### config.mk
export PLATFORM = sky130hd
export DESIGN_NAME = rgb_color_classifier_core
export DESIGN_NICKNAME = d
export VERILOG_FILES = /design/src/rgbcc_pkg.sv /design/src/rgbcc_ram.sv /design/src/rgbcc_classify.sv /design/src/rgb_color_classifier_core.sv
export SDC_FILE = /design/constraint.sdc
export NUM_CORES = 2
export LEC_CHECK = 0
export BUFFER_PORTS_ARGS = -buffer_cell sky130_fd_sc_hd__buf_2
export CELL_PAD_IN_SITES_DETAIL_PLACEMENT = 1
export CELL_PAD_IN_SITES_GLOBAL_PLACEMENT = 2
export CORE_MARGIN = 5
export CORE_UTILIZATION = 40
export DETAILED_ROUTE_END_ITERATION = 10
export GPL_ROUTABILITY_DRIVEN = 0
export PLACE_DENSITY = 0.8
export SLEW_MARGIN = 20
export SYNTH_ARGS = -nofsm -noshare
export SYNTH_HDL_FRONTEND = slang
export SYNTH_HIERARCHICAL = 1
export SYNTH_SLANG_ARGS = --single-unit
### constraint.sdc
create_clock -name clk -period 26.6 [get_ports clk]
set_input_delay 2.66 -clock clk [delete_from_list [all_inputs] [get_ports clk]]
set_output_delay 2.66 -clock clk [all_outputs]
set_load 0.005 [all_outputs]
### src/rgbcc_pkg.sv
`default_nettype none
// ----------------------------------------------------------------------------
// rgbcc_pkg
// shared types and constants of the rgb color classifier
// ----------------------------------------------------------------------------
package rgbcc_pkg;

	// request kinds carried in tuser
	localparam logic FUNC_CAL      = 1'b0;
	localparam logic FUNC_CLASSIFY = 1'b1;

	// configuration register indexes
	localparam logic [1:0] REG_BLANK_LIMIT_HIGH = 2'd0;
	localparam logic [1:0] REG_BLANK_LIMIT_LOW  = 2'd1;

	// calibration table geometry
	localparam int NUM_COLS = 4;
	localparam int NUM_ROWS = 3;
	localparam logic [1:0] ROW_HIGH = 2'd0;
	localparam logic [1:0] ROW_MID  = 2'd1;
	localparam logic [1:0] ROW_LOW  = 2'd2;

	// field widths
	localparam int RAW_W  = 11;
	localparam int WORD_W = 32;
	localparam int CAL_W  = 16;
	localparam int LIM_W  = 16;
	// clamped blank times 100 fits in 18 bits
	localparam int X_W    = 18;

	typedef enum logic [2:0] {
		HUE_BLACK  = 3'd0,
		HUE_BLUE   = 3'd1,
		HUE_GREEN  = 3'd2,
		HUE_YELLOW = 3'd3,
		HUE_RED    = 3'd4,
		HUE_WHITE  = 3'd5
	} color_t;

endpackage
`default_nettype wire

### src/rgbcc_ram.sv
`default_nettype none
// ----------------------------------------------------------------------------
// rgbcc_ram
// generic single write port ram with registered read
// ----------------------------------------------------------------------------
module rgbcc_ram #(
	parameter int WIDTH = 32,
	parameter int DEPTH = 3
) (
	input  wire logic                                   clk,
	input  wire logic                                   we,
	input  wire logic [((DEPTH > 1) ? $clog2(DEPTH) : 1)-1:0] waddr,
	input  wire logic [WIDTH-1:0]                       wdata,
	input  wire logic                                   re,
	input  wire logic [((DEPTH > 1) ? $clog2(DEPTH) : 1)-1:0] raddr,
	output logic      [WIDTH-1:0]                       rdata
);

	logic [WIDTH-1:0] mem_q [DEPTH];

	always_ff @(posedge clk) begin
		if (we) begin
			mem_q[waddr] <= wdata;
		end
		if (re) begin
			rdata <= mem_q[raddr];
		end
	end

endmodule
`default_nettype wire

### src/rgbcc_classify.sv
`default_nettype none
// ----------------------------------------------------------------------------
// rgbcc_classify
// decision tree from calibrated channel values to a color code
// ----------------------------------------------------------------------------
module rgbcc_classify import rgbcc_pkg::*; (
	input  wire logic [CAL_W-1:0] red,
	input  wire logic [CAL_W-1:0] green,
	input  wire logic [CAL_W-1:0] blue,
	input  wire logic [CAL_W-1:0] blank,
	output color_t                color
);

	logic [CAL_W+2:0] blue_sum;     // blue + blue/4 + blue/8
	logic [CAL_W+1:0] green_x2;
	logic [CAL_W+1:0] green_rd;     // 2*green - green/4
	logic [CAL_W+1:0] blue_x2;
	logic [CAL_W+1:0] red_125;
	logic [CAL_W+1:0] blue_125;
	logic [CAL_W+1:0] red_1125;
	logic [CAL_W+1:0] green_1125;
	logic [CAL_W+5:0] red_48;
	logic [CAL_W+5:0] green_48;
	logic [CAL_W+5:0] red_58;
	logic [CAL_W+5:0] green_58;

	always_comb begin
		blue_sum   = (CAL_W+3)'(blue) + (CAL_W+3)'(blue >> 2) + (CAL_W+3)'(blue >> 3);
		green_x2   = (CAL_W+2)'(green) << 1;
		green_rd   = green_x2 - (CAL_W+2)'(green >> 2);
		blue_x2    = (CAL_W+2)'(blue) << 1;
		red_125    = (CAL_W+2)'(red) + (CAL_W+2)'(red >> 2);
		blue_125   = (CAL_W+2)'(blue) + (CAL_W+2)'(blue >> 2);
		red_1125   = (CAL_W+2)'(red) + (CAL_W+2)'(red >> 3);
		green_1125 = (CAL_W+2)'(green) + (CAL_W+2)'(green >> 3);
		red_48     = ((CAL_W+6)'(red) * (CAL_W+6)'(48)) >> 5;
		green_48   = ((CAL_W+6)'(green) * (CAL_W+6)'(48)) >> 5;
		red_58     = ((CAL_W+6)'(red) * (CAL_W+6)'(58)) >> 5;
		green_58   = ((CAL_W+6)'(green) * (CAL_W+6)'(58)) >> 5;

		if (red > blue && red > green) begin
			// red dominant
			if (red < 65 || (blank < 40 && red < 110)) begin
				color = HUE_BLACK;
			end else if (blue_sum < (CAL_W+3)'(green) && green_x2 > (CAL_W+2)'(red)) begin
				color = HUE_YELLOW;
			end else if (green_rd < (CAL_W+2)'(red)) begin
				color = HUE_RED;
			end else if (blue < 70 || green < 70 || (blank < 140 && red < 140)) begin
				color = HUE_BLACK;
			end else begin
				color = HUE_WHITE;
			end
		end else if (green > blue) begin
			// green dominant (also wins a tie with red above blue)
			if (green < 40 || (blank < 30 && green < 70)) begin
				color = HUE_BLACK;
			end else if (blue_x2 < (CAL_W+2)'(red)) begin
				color = HUE_YELLOW;
			end else if (red_125 < (CAL_W+2)'(green) || blue_125 < (CAL_W+2)'(green)) begin
				color = HUE_GREEN;
			end else if (red < 70 || blue < 70 || (blank < 140 && green < 140)) begin
				color = HUE_BLACK;
			end else begin
				color = HUE_WHITE;
			end
		end else begin
			// blue at least as large as red and green (blue wins ties)
			if (blue < 48 || (blank < 25 && blue < 85)) begin
				color = HUE_BLACK;
			end else if ((red_48 < (CAL_W+6)'(blue) && green_48 < (CAL_W+6)'(blue)) ||
					red_58 < (CAL_W+6)'(blue) || green_58 < (CAL_W+6)'(blue)) begin
				color = HUE_BLUE;
			end else if (red < 60 || green < 60 || (blank < 110 && blue < 120)) begin
				color = HUE_BLACK;
			end else if (red_1125 < (CAL_W+2)'(blue) || green_1125 < (CAL_W+2)'(blue)) begin
				color = HUE_BLUE;
			end else begin
				color = HUE_WHITE;
			end
		end
	end

endmodule
`default_nettype wire

### src/rgb_color_classifier_core.sv
`default_nettype none
// ----------------------------------------------------------------------------
// rgb_color_classifier_core
// calibrates raw light readings and classifies them as one of six colors
// ----------------------------------------------------------------------------
// usage
//   s_axis carries requests; tuser picks the kind. a calibration request
//   (tuser 0) writes one gain word into the 3x4 table and returns nothing.
//   a classify request (tuser 1) carries blank, red, green, blue readings and
//   returns one result on m_axis: color plus four calibrated values.
//   cfg writes the two blank limit registers; they pick the table row. the user must see
//   that they are written only while no classify request is in flight; the block does not enforce this.
// throughput and pipeline
//   one request per cycle while m_axis takes results; once taken, a request
//   passes the table read, gain and reciprocal multiply, quotient fix-up,
//   ambient gain multiply, and decision tree into the output register.
//   a table write and a later read are always on different cycles, so a
//   classify right after a calibration write sees the new word.
// reset and stall
//   reset empties the pipeline and clears the limits; the table is undefined
//   until written. a stall on m_axis holds the output register; bubbles in
//   the pipeline still close up, and s_axis tready drops once all are full.
// ----------------------------------------------------------------------------
module rgb_color_classifier_core import rgbcc_pkg::*; #(
	parameter int MIN_BLANK   = 214,
	parameter int SENSOR_FULL = 1023,
	parameter int ADC_FULL    = 1023
) (
	input  wire logic         clk,
	input  wire logic         arst_n,
	// request channel
	input  wire logic         s_axis_tvalid,
	output logic              s_axis_tready,
	// cal_index[3:0], cal_word[35:4], raw_blank[46:36], raw_red[57:47],
	// raw_green[68:58], raw_blue[79:69]
	input  wire logic [79:0]  s_axis_tdata,
	// func
	input  wire logic         s_axis_tuser,
	// result channel
	output logic              m_axis_tvalid,
	input  wire logic         m_axis_tready,
	// color[2:0], cal_red[34:3], cal_green[66:35], cal_blue[98:67],
	// cal_ambient[130:99], zero fill[135:131]
	output logic [135:0]      m_axis_tdata,
	// configuration write channel
	input  wire logic         cfg_valid,
	output logic              cfg_ready,
	input  wire logic [1:0]   cfg_index,
	input  wire logic [15:0]  cfg_data
);

	// ambient scaling: s = b * 100 / DIV, divide done by reciprocal multiply
	localparam int DIV_RAW = ((SENSOR_FULL - MIN_BLANK) * 100) / ADC_FULL;
	localparam int DIV     = (DIV_RAW < 1) ? 1 : DIV_RAW;
	localparam int KSH     = X_W + $clog2(DIV) + 1;
	localparam int MW      = X_W + 2;
	localparam logic [MW-1:0]    RECIP   = MW'((64'd1 << KSH) / DIV);
	localparam logic [X_W-1:0]   DIV_C   = X_W'(DIV);
	localparam logic [RAW_W-1:0] MIN_B_C = RAW_W'(MIN_BLANK);

	// ---------------- configuration ----------------
	logic [LIM_W-1:0] lim_high_q;
	logic [LIM_W-1:0] lim_low_q;

	assign cfg_ready = 1'b1;

	always_ff @(posedge clk or negedge arst_n) begin
		if (!arst_n) begin
			lim_high_q <= '0;
			lim_low_q  <= '0;
		end else if (cfg_valid && cfg_ready) begin
			case (cfg_index)
				REG_BLANK_LIMIT_HIGH: lim_high_q <= cfg_data;
				REG_BLANK_LIMIT_LOW:  lim_low_q  <= cfg_data;
				default: ;
			endcase
		end
	end

	// ---------------- pipeline control ----------------
	logic valid_s1, valid_s2, valid_s3, valid_s4;
	logic out_valid_q;
	logic adv1, adv2, adv3, adv4, adv_out;

	// a stage may load when it is empty or its content moves on
	assign adv_out = !out_valid_q || m_axis_tready;
	assign adv4    = !valid_s4 || adv_out;
	assign adv3    = !valid_s3 || adv4;
	assign adv2    = !valid_s2 || adv3;
	assign adv1    = !valid_s1 || adv2;

	assign s_axis_tready = adv1;
	assign m_axis_tvalid = out_valid_q;

	logic s_accept;
	logic is_cal;
	logic is_cls;
	assign s_accept = s_axis_tvalid && s_axis_tready;
	assign is_cal   = s_accept && (s_axis_tuser == FUNC_CAL);
	assign is_cls   = s_accept && (s_axis_tuser == FUNC_CLASSIFY);

	// ---------------- request fields ----------------
	logic [3:0]       in_index;
	logic [WORD_W-1:0] in_word;
	logic [RAW_W-1:0] in_blank, in_red, in_green, in_blue;

	assign in_index = s_axis_tdata[3:0];
	assign in_word  = s_axis_tdata[35:4];
	assign in_blank = s_axis_tdata[46:36];
	assign in_red   = s_axis_tdata[57:47];
	assign in_green = s_axis_tdata[68:58];
	assign in_blue  = s_axis_tdata[79:69];

	// ---------------- stage 0: row pick, table access ----------------
	logic [1:0]       row_sel;
	logic [RAW_W-1:0] amb_clamp;
	logic [RAW_W-1:0] dr_in, dg_in, db_in;
	logic             wr_ok;

	always_comb begin
		if (LIM_W'(in_blank) < lim_low_q) begin
			row_sel = ROW_LOW;
		end else if (LIM_W'(in_blank) < lim_high_q) begin
			row_sel = ROW_MID;
		end else begin
			row_sel = ROW_HIGH;
		end
		amb_clamp = (in_blank > MIN_B_C) ? in_blank - MIN_B_C : '0;
		dr_in     = (in_red > in_blank) ? in_red - in_blank : '0;
		dg_in     = (in_green > in_blank) ? in_green - in_blank : '0;
		db_in     = (in_blue > in_blank) ? in_blue - in_blank : '0;
	end

	// rows 0..2 only; index 12..15 is dropped
	assign wr_ok = is_cal && (in_index[3:2] != 2'd3);

	// one ram per column so a whole row reads out together
	logic [WORD_W-1:0] gain_s1 [NUM_COLS];

	for (genvar c = 0; c < NUM_COLS; c++) begin : g_col
		rgbcc_ram #(
			.WIDTH (WORD_W),
			.DEPTH (NUM_ROWS)
		) u_ram (
			.clk   (clk),
			.we    (wr_ok && (in_index[1:0] == 2'(c))),
			.waddr (in_index[3:2]),
			.wdata (in_word),
			.re    (is_cls),
			.raddr (row_sel),
			.rdata (gain_s1[c])
		);
	end

	logic [X_W-1:0]   x_s1;
	logic [RAW_W-1:0] dr_s1, dg_s1, db_s1;

	always_ff @(posedge clk or negedge arst_n) begin
		if (!arst_n) begin
			valid_s1 <= 1'b0;
		end else if (adv1) begin
			valid_s1 <= is_cls;
		end
	end

	always_ff @(posedge clk) begin
		if (adv1) begin
			x_s1  <= X_W'(amb_clamp) * X_W'(100);
			dr_s1 <= dr_in;
			dg_s1 <= dg_in;
			db_s1 <= db_in;
		end
	end

	// ---------------- stage 1: gain multiplies, reciprocal multiply ----------------
	logic [WORD_W-1:0]  pr, pg, pb;
	logic [X_W+MW-1:0]  dprod;

	always_comb begin
		pr    = WORD_W'(dr_s1) * gain_s1[0];
		pg    = WORD_W'(dg_s1) * gain_s1[1];
		pb    = WORD_W'(db_s1) * gain_s1[2];
		dprod = (X_W+MW)'(x_s1) * (X_W+MW)'(RECIP);
	end

	logic [CAL_W-1:0]  cr_s2, cg_s2, cb_s2;
	logic [X_W-1:0]    q_s2;
	logic [X_W-1:0]    x_s2;
	logic [WORD_W-1:0] gamb_s2;

	always_ff @(posedge clk or negedge arst_n) begin
		if (!arst_n) begin
			valid_s2 <= 1'b0;
		end else if (adv2) begin
			valid_s2 <= valid_s1;
		end
	end

	always_ff @(posedge clk) begin
		if (adv2) begin
			cr_s2   <= pr[WORD_W-1:WORD_W-CAL_W];
			cg_s2   <= pg[WORD_W-1:WORD_W-CAL_W];
			cb_s2   <= pb[WORD_W-1:WORD_W-CAL_W];
			q_s2    <= X_W'(dprod >> KSH);
			x_s2    <= x_s1;
			gamb_s2 <= gain_s1[3];
		end
	end

	// ---------------- stage 2: quotient fix-up ----------------
	// estimate is the true quotient or one below it
	logic [X_W-1:0] rem;
	logic [X_W-1:0] quot;

	always_comb begin
		rem  = x_s2 - X_W'(q_s2 * DIV_C);
		quot = (rem >= DIV_C) ? q_s2 + X_W'(1) : q_s2;
	end

	logic [CAL_W-1:0]  cr_s3, cg_s3, cb_s3;
	logic [X_W-1:0]    s_s3;
	logic [WORD_W-1:0] gamb_s3;

	always_ff @(posedge clk or negedge arst_n) begin
		if (!arst_n) begin
			valid_s3 <= 1'b0;
		end else if (adv3) begin
			valid_s3 <= valid_s2;
		end
	end

	always_ff @(posedge clk) begin
		if (adv3) begin
			cr_s3   <= cr_s2;
			cg_s3   <= cg_s2;
			cb_s3   <= cb_s2;
			s_s3    <= quot;
			gamb_s3 <= gamb_s2;
		end
	end

	// ---------------- stage 3: ambient gain multiply ----------------
	logic [WORD_W-1:0] pa;
	assign pa = WORD_W'(s_s3) * gamb_s3;

	logic [CAL_W-1:0] cr_s4, cg_s4, cb_s4, ca_s4;

	always_ff @(posedge clk or negedge arst_n) begin
		if (!arst_n) begin
			valid_s4 <= 1'b0;
		end else if (adv4) begin
			valid_s4 <= valid_s3;
		end
	end

	always_ff @(posedge clk) begin
		if (adv4) begin
			cr_s4 <= cr_s3;
			cg_s4 <= cg_s3;
			cb_s4 <= cb_s3;
			ca_s4 <= pa[WORD_W-1:WORD_W-CAL_W];
		end
	end

	// ---------------- stage 4: decision tree, output register ----------------
	color_t color_s4;

	rgbcc_classify u_classify (
		.red   (cr_s4),
		.green (cg_s4),
		.blue  (cb_s4),
		.blank (ca_s4),
		.color (color_s4)
	);

	always_ff @(posedge clk or negedge arst_n) begin
		if (!arst_n) begin
			out_valid_q <= 1'b0;
		end else if (adv_out) begin
			out_valid_q <= valid_s4;
		end
	end

	always_ff @(posedge clk) begin
		if (adv_out) begin
			m_axis_tdata <= {5'b0,
				WORD_W'(ca_s4), WORD_W'(cb_s4), WORD_W'(cg_s4), WORD_W'(cr_s4),
				color_s4};
		end
	end

	// ---------------- assertions ----------------
	// a result only ever comes out of a filled last stage
	a_out_from_s4: assert property (@(posedge clk) disable iff (!arst_n)
		$rose(out_valid_q) |-> $past(valid_s4))
		else $error("result appeared without a request in the last stage");

	// a held first stage keeps its request
	a_s1_hold: assert property (@(posedge clk) disable iff (!arst_n)
		(valid_s1 && !adv1) |=> (valid_s1 && $stable(x_s1) && $stable(dr_s1)))
		else $error("stalled first stage lost its request");

	// a write and a read of the table never share a cycle
	a_ram_excl: assert property (@(posedge clk) disable iff (!arst_n)
		!(wr_ok && is_cls))
		else $error("table write and read in the same cycle");

	// a stall must not drop a request in the last stage
	a_s4_hold: assert property (@(posedge clk) disable iff (!arst_n)
		(valid_s4 && !adv4) |=> valid_s4)
		else $error("stalled last stage dropped its request");

endmodule
`default_nettype wire
==> results by group <==
Synth
  – Area leader, netlist: edfxtp_1
  – Synth Area in Compound Gates: 6.78%
  – Multiplexer area fraction after synthesis: 1.75%
  – Synthesized-area fraction occupied by adder cells: 38.2%
  – Synth cell types: 91
  – Count leader, synth: inv_1
  – Synth Area in XOR/XNOR: 3.00%
  – Gate Count Post-Synth: 8395
  – Largest family of logic cells by synthesized area: adder cells
  – Seq/Total Area, Yosys: 30.7%
  – Largest cells by area after synthesis: edfxtp_1, fa_1, ha_1
  – Asr flop ratio synth: 3.98%
  – Post-Synth Simple-Gate Area: 11.4%
  – FF+latch count, synth: 930
  – Avg Inst Size Synth: 10.7 um2
  – Yosys Warn Count: 6
  – Top cells by count, synth: inv_1, fa_1, nand2_1
  – Synth Flop Type: edfxtp_1
  – Share of the synthesized area in the top cell type: 29.7%
  – Synth Cell Area: 90200 um2
  – Post-synth EDFFs: 893

STA
  – Hold Fails Final Rpt: 0
  – Fin Clk Skew: 56.5 ps
  – RSZ-0062 raised after global routing: false
  – Tmin final: 7130 ps
  – Slew HR: 21.1%
  – Final Max Tran Viols: 0
  – Worst slew pin tran: 1180 ps
  – Final Cycle Share: 26.8%
  – Worst setup margin: 19470 ps
  – Setup TNS: 0 ps
  – # setup viols final: 0
  – Fmax: 140 MHz

Detailed routing
  – Drt wl/cell: 22.4 um
  – DRT Pass-1 Iters: 5
  – Vias per cell: 5.20
  – ANT nets after route: 0
  – Vias: 60300
  – DR iter-0 viols: 3077
  – # DRC: 0
  – WL final: 260000 um

CTS
  – Clock Path Buffers: 3
  – Root Buffer: clkbuf_16
  – Hold_buf cts: 0
  – TritonCTS Buffers: 102
  – H-tree depth: 3
  – Post-CTS setup buffer count: 0
  – Clk pin slew, worst setup/hold paths: 60 ps
  – Sink Count: 930
  – Resized cells post-CTS: 0
  – CTS tree: built
  – Clk_lat worst skew: 760 ps

Setup path
  – CP endpoint kind: flop
  – Crit-path max cell delay: 1120 ps
  – Critical path startpoint category: flop
  – Arr. time, crit path: 7610 ps
  – Crit-path most repeated cell: fa_1
  – CP Cell Sequence: nand2_1 -> fa_1 -> inv_1 -> fa_1 -> fa_1 -> fa_1 -> inv_1 -> fa_1 -> inv_1 -> ha_1 -> o21a_1 -> o21ai_0 -> a21o_1 -> nor4_1 -> a21oi_1 -> o31ai_1 -> o41a_1 -> a21o_1 -> xor2_1
  – Crit Path Class: flop to flop
  – CP max stage cell: edfxtp_1
  – Worst Path Max Fanout: 24
  – CP Data Required Time: 27080 ps

Cells and area
  – Final Net Count: 10700
  – Area growth syn-to-layout: 8.38%
  – Layout cells sized above 1: 6.04%

Placed design
  – Detailed Place HPWL: 196000 um
  – Pre-CTS WS: 18630 ps
  – IO buf count: 172

Floorplanning
  – Full die area: 235000 um2
  – Die W: 485 um
  – Core Box Area: 225000 um2
  – Initial Util: 40.2%
  – Top Ports: 243
  – Rows: 174
  – Die height: 485 um

Global route
  – Total congestion overflow: 0
  – Largest net degree at the start of global routing: 243
  – Vias in the first global route: 68000
  – Initial antenna violation count: 38
  – Total track usage: 22.2%
  – First-pass GRT wire length: 405000 um

Worst hold path
  – Hold Crit Class: flop to flop

Flow run
  – Max-Cap Viols: 0

Run status
  – Status: completed
[through the flow]
| step | area (um2) | hold slack [ps] | util (%) | cells |
|---|---|---|---|---|
| finish | 97800 | 399 | 43.5 | 11600 |
| global route | 97800 | 410 | 43.5 | 11600 |
| CTS | 97700 | 392 | 43.5 | 11600 |
| detailed placement | 94200 | 405 | 41.9 | 11400 |
| global placement | 94200 | 401 | 41.9 | 11400 |
| floorplan | 90500 | 400 | - | 8463 |
[kinds of logic after synthesis]
group,after synthesis
AO/OA/AOI/OAI,954
XOR/XNOR,309
adder cells (fa/ha/maj),2067
buffers and inverters,1810
flip-flops,930
multiplexers,155
other,2
AND/OR/NAND/NOR,2168
[flip-flops by register name (all words and copies together) (netlist names), 13 cells and up]
name	count
g_col.u_ram/mem_q	384
g_col.u_ram/rdata	128
m_axis_tdata	67
gamb_s2	32
gamb_s3	32
ca_s4	16
cb_s2	16
cb_s3	16
cb_s4	16
cg_s2	16
cg_s3	16
cg_s4	16
cr_s2	16
cr_s3	16
cr_s4	16
lim_high_q	16
lim_low_q	16
x_s1	16
x_s2	16
s_s3	13
[cell type report]
cell class	instances	area (um2)
fillers	24600	127000
multi-input cells	5723	55500
flip-flops and latches	930	27700
inverters	1470	5520
well taps	2992	3740
clock buffers	120	2660
repair buffers	277	1730
clock inverters	69	845
diodes	22	55.1
[routing by layer]
metal / part of all wire (%) / global-route usage [%]
met1: 43 / 29.3
met2: 49 / 38.4
met3: 4.3 / 2.69
met4: 3.2 / 6.51
met5: 0.027 / 0
[final timing paths]
path | start | endpoint | slack (ps) | cells after the start
worst max-delay path | s_s3[8] | ca_s4[14] | 19470 | 19
worst min-delay path | gamb_s2[17] | gamb_s3[17] | 400 | 0
worst max register to register | s_s3[8] | ca_s4[14] | 19470 | 19
worst min register to register | gamb_s2[17] | gamb_s3[17] | 400 | 0
max in group asynchronous | arst_n | m_axis_tvalid | 24150 | 2
min in group asynchronous | arst_n | lim_low_q[2] | 2000 | 2
[worst max-delay path, delay by kind of cell (launching register included)]
kind,cells,cell delay (ps)
flip-flops,1,1120
AO/OA/AOI/OAI,7,1710
buffers and inverters,3,150
AND/OR/NAND/NOR,2,600
adder cells (fa/ha/maj),6,2930
XOR/XNOR,1,330
[cells in the final DEF (no fill, tap or decap), drive strengths merged, types with 223 or more instances in the layout]
cell type | netlist | routed
ha | 925 | 925
inv | 1470 | 1473
a21oi | 225 | 225
xnor2 | 223 | 223
buf | 126 | 277
fa | 1142 | 1142
and2 | 465 | 465
nand2 | 1050 | 1050
o21ai | 293 | 293
edfxtp | 893 | 893
Power is not shown: default switching activity piles up to over one toggle a cycle in this logic, so the estimate is an artifact.
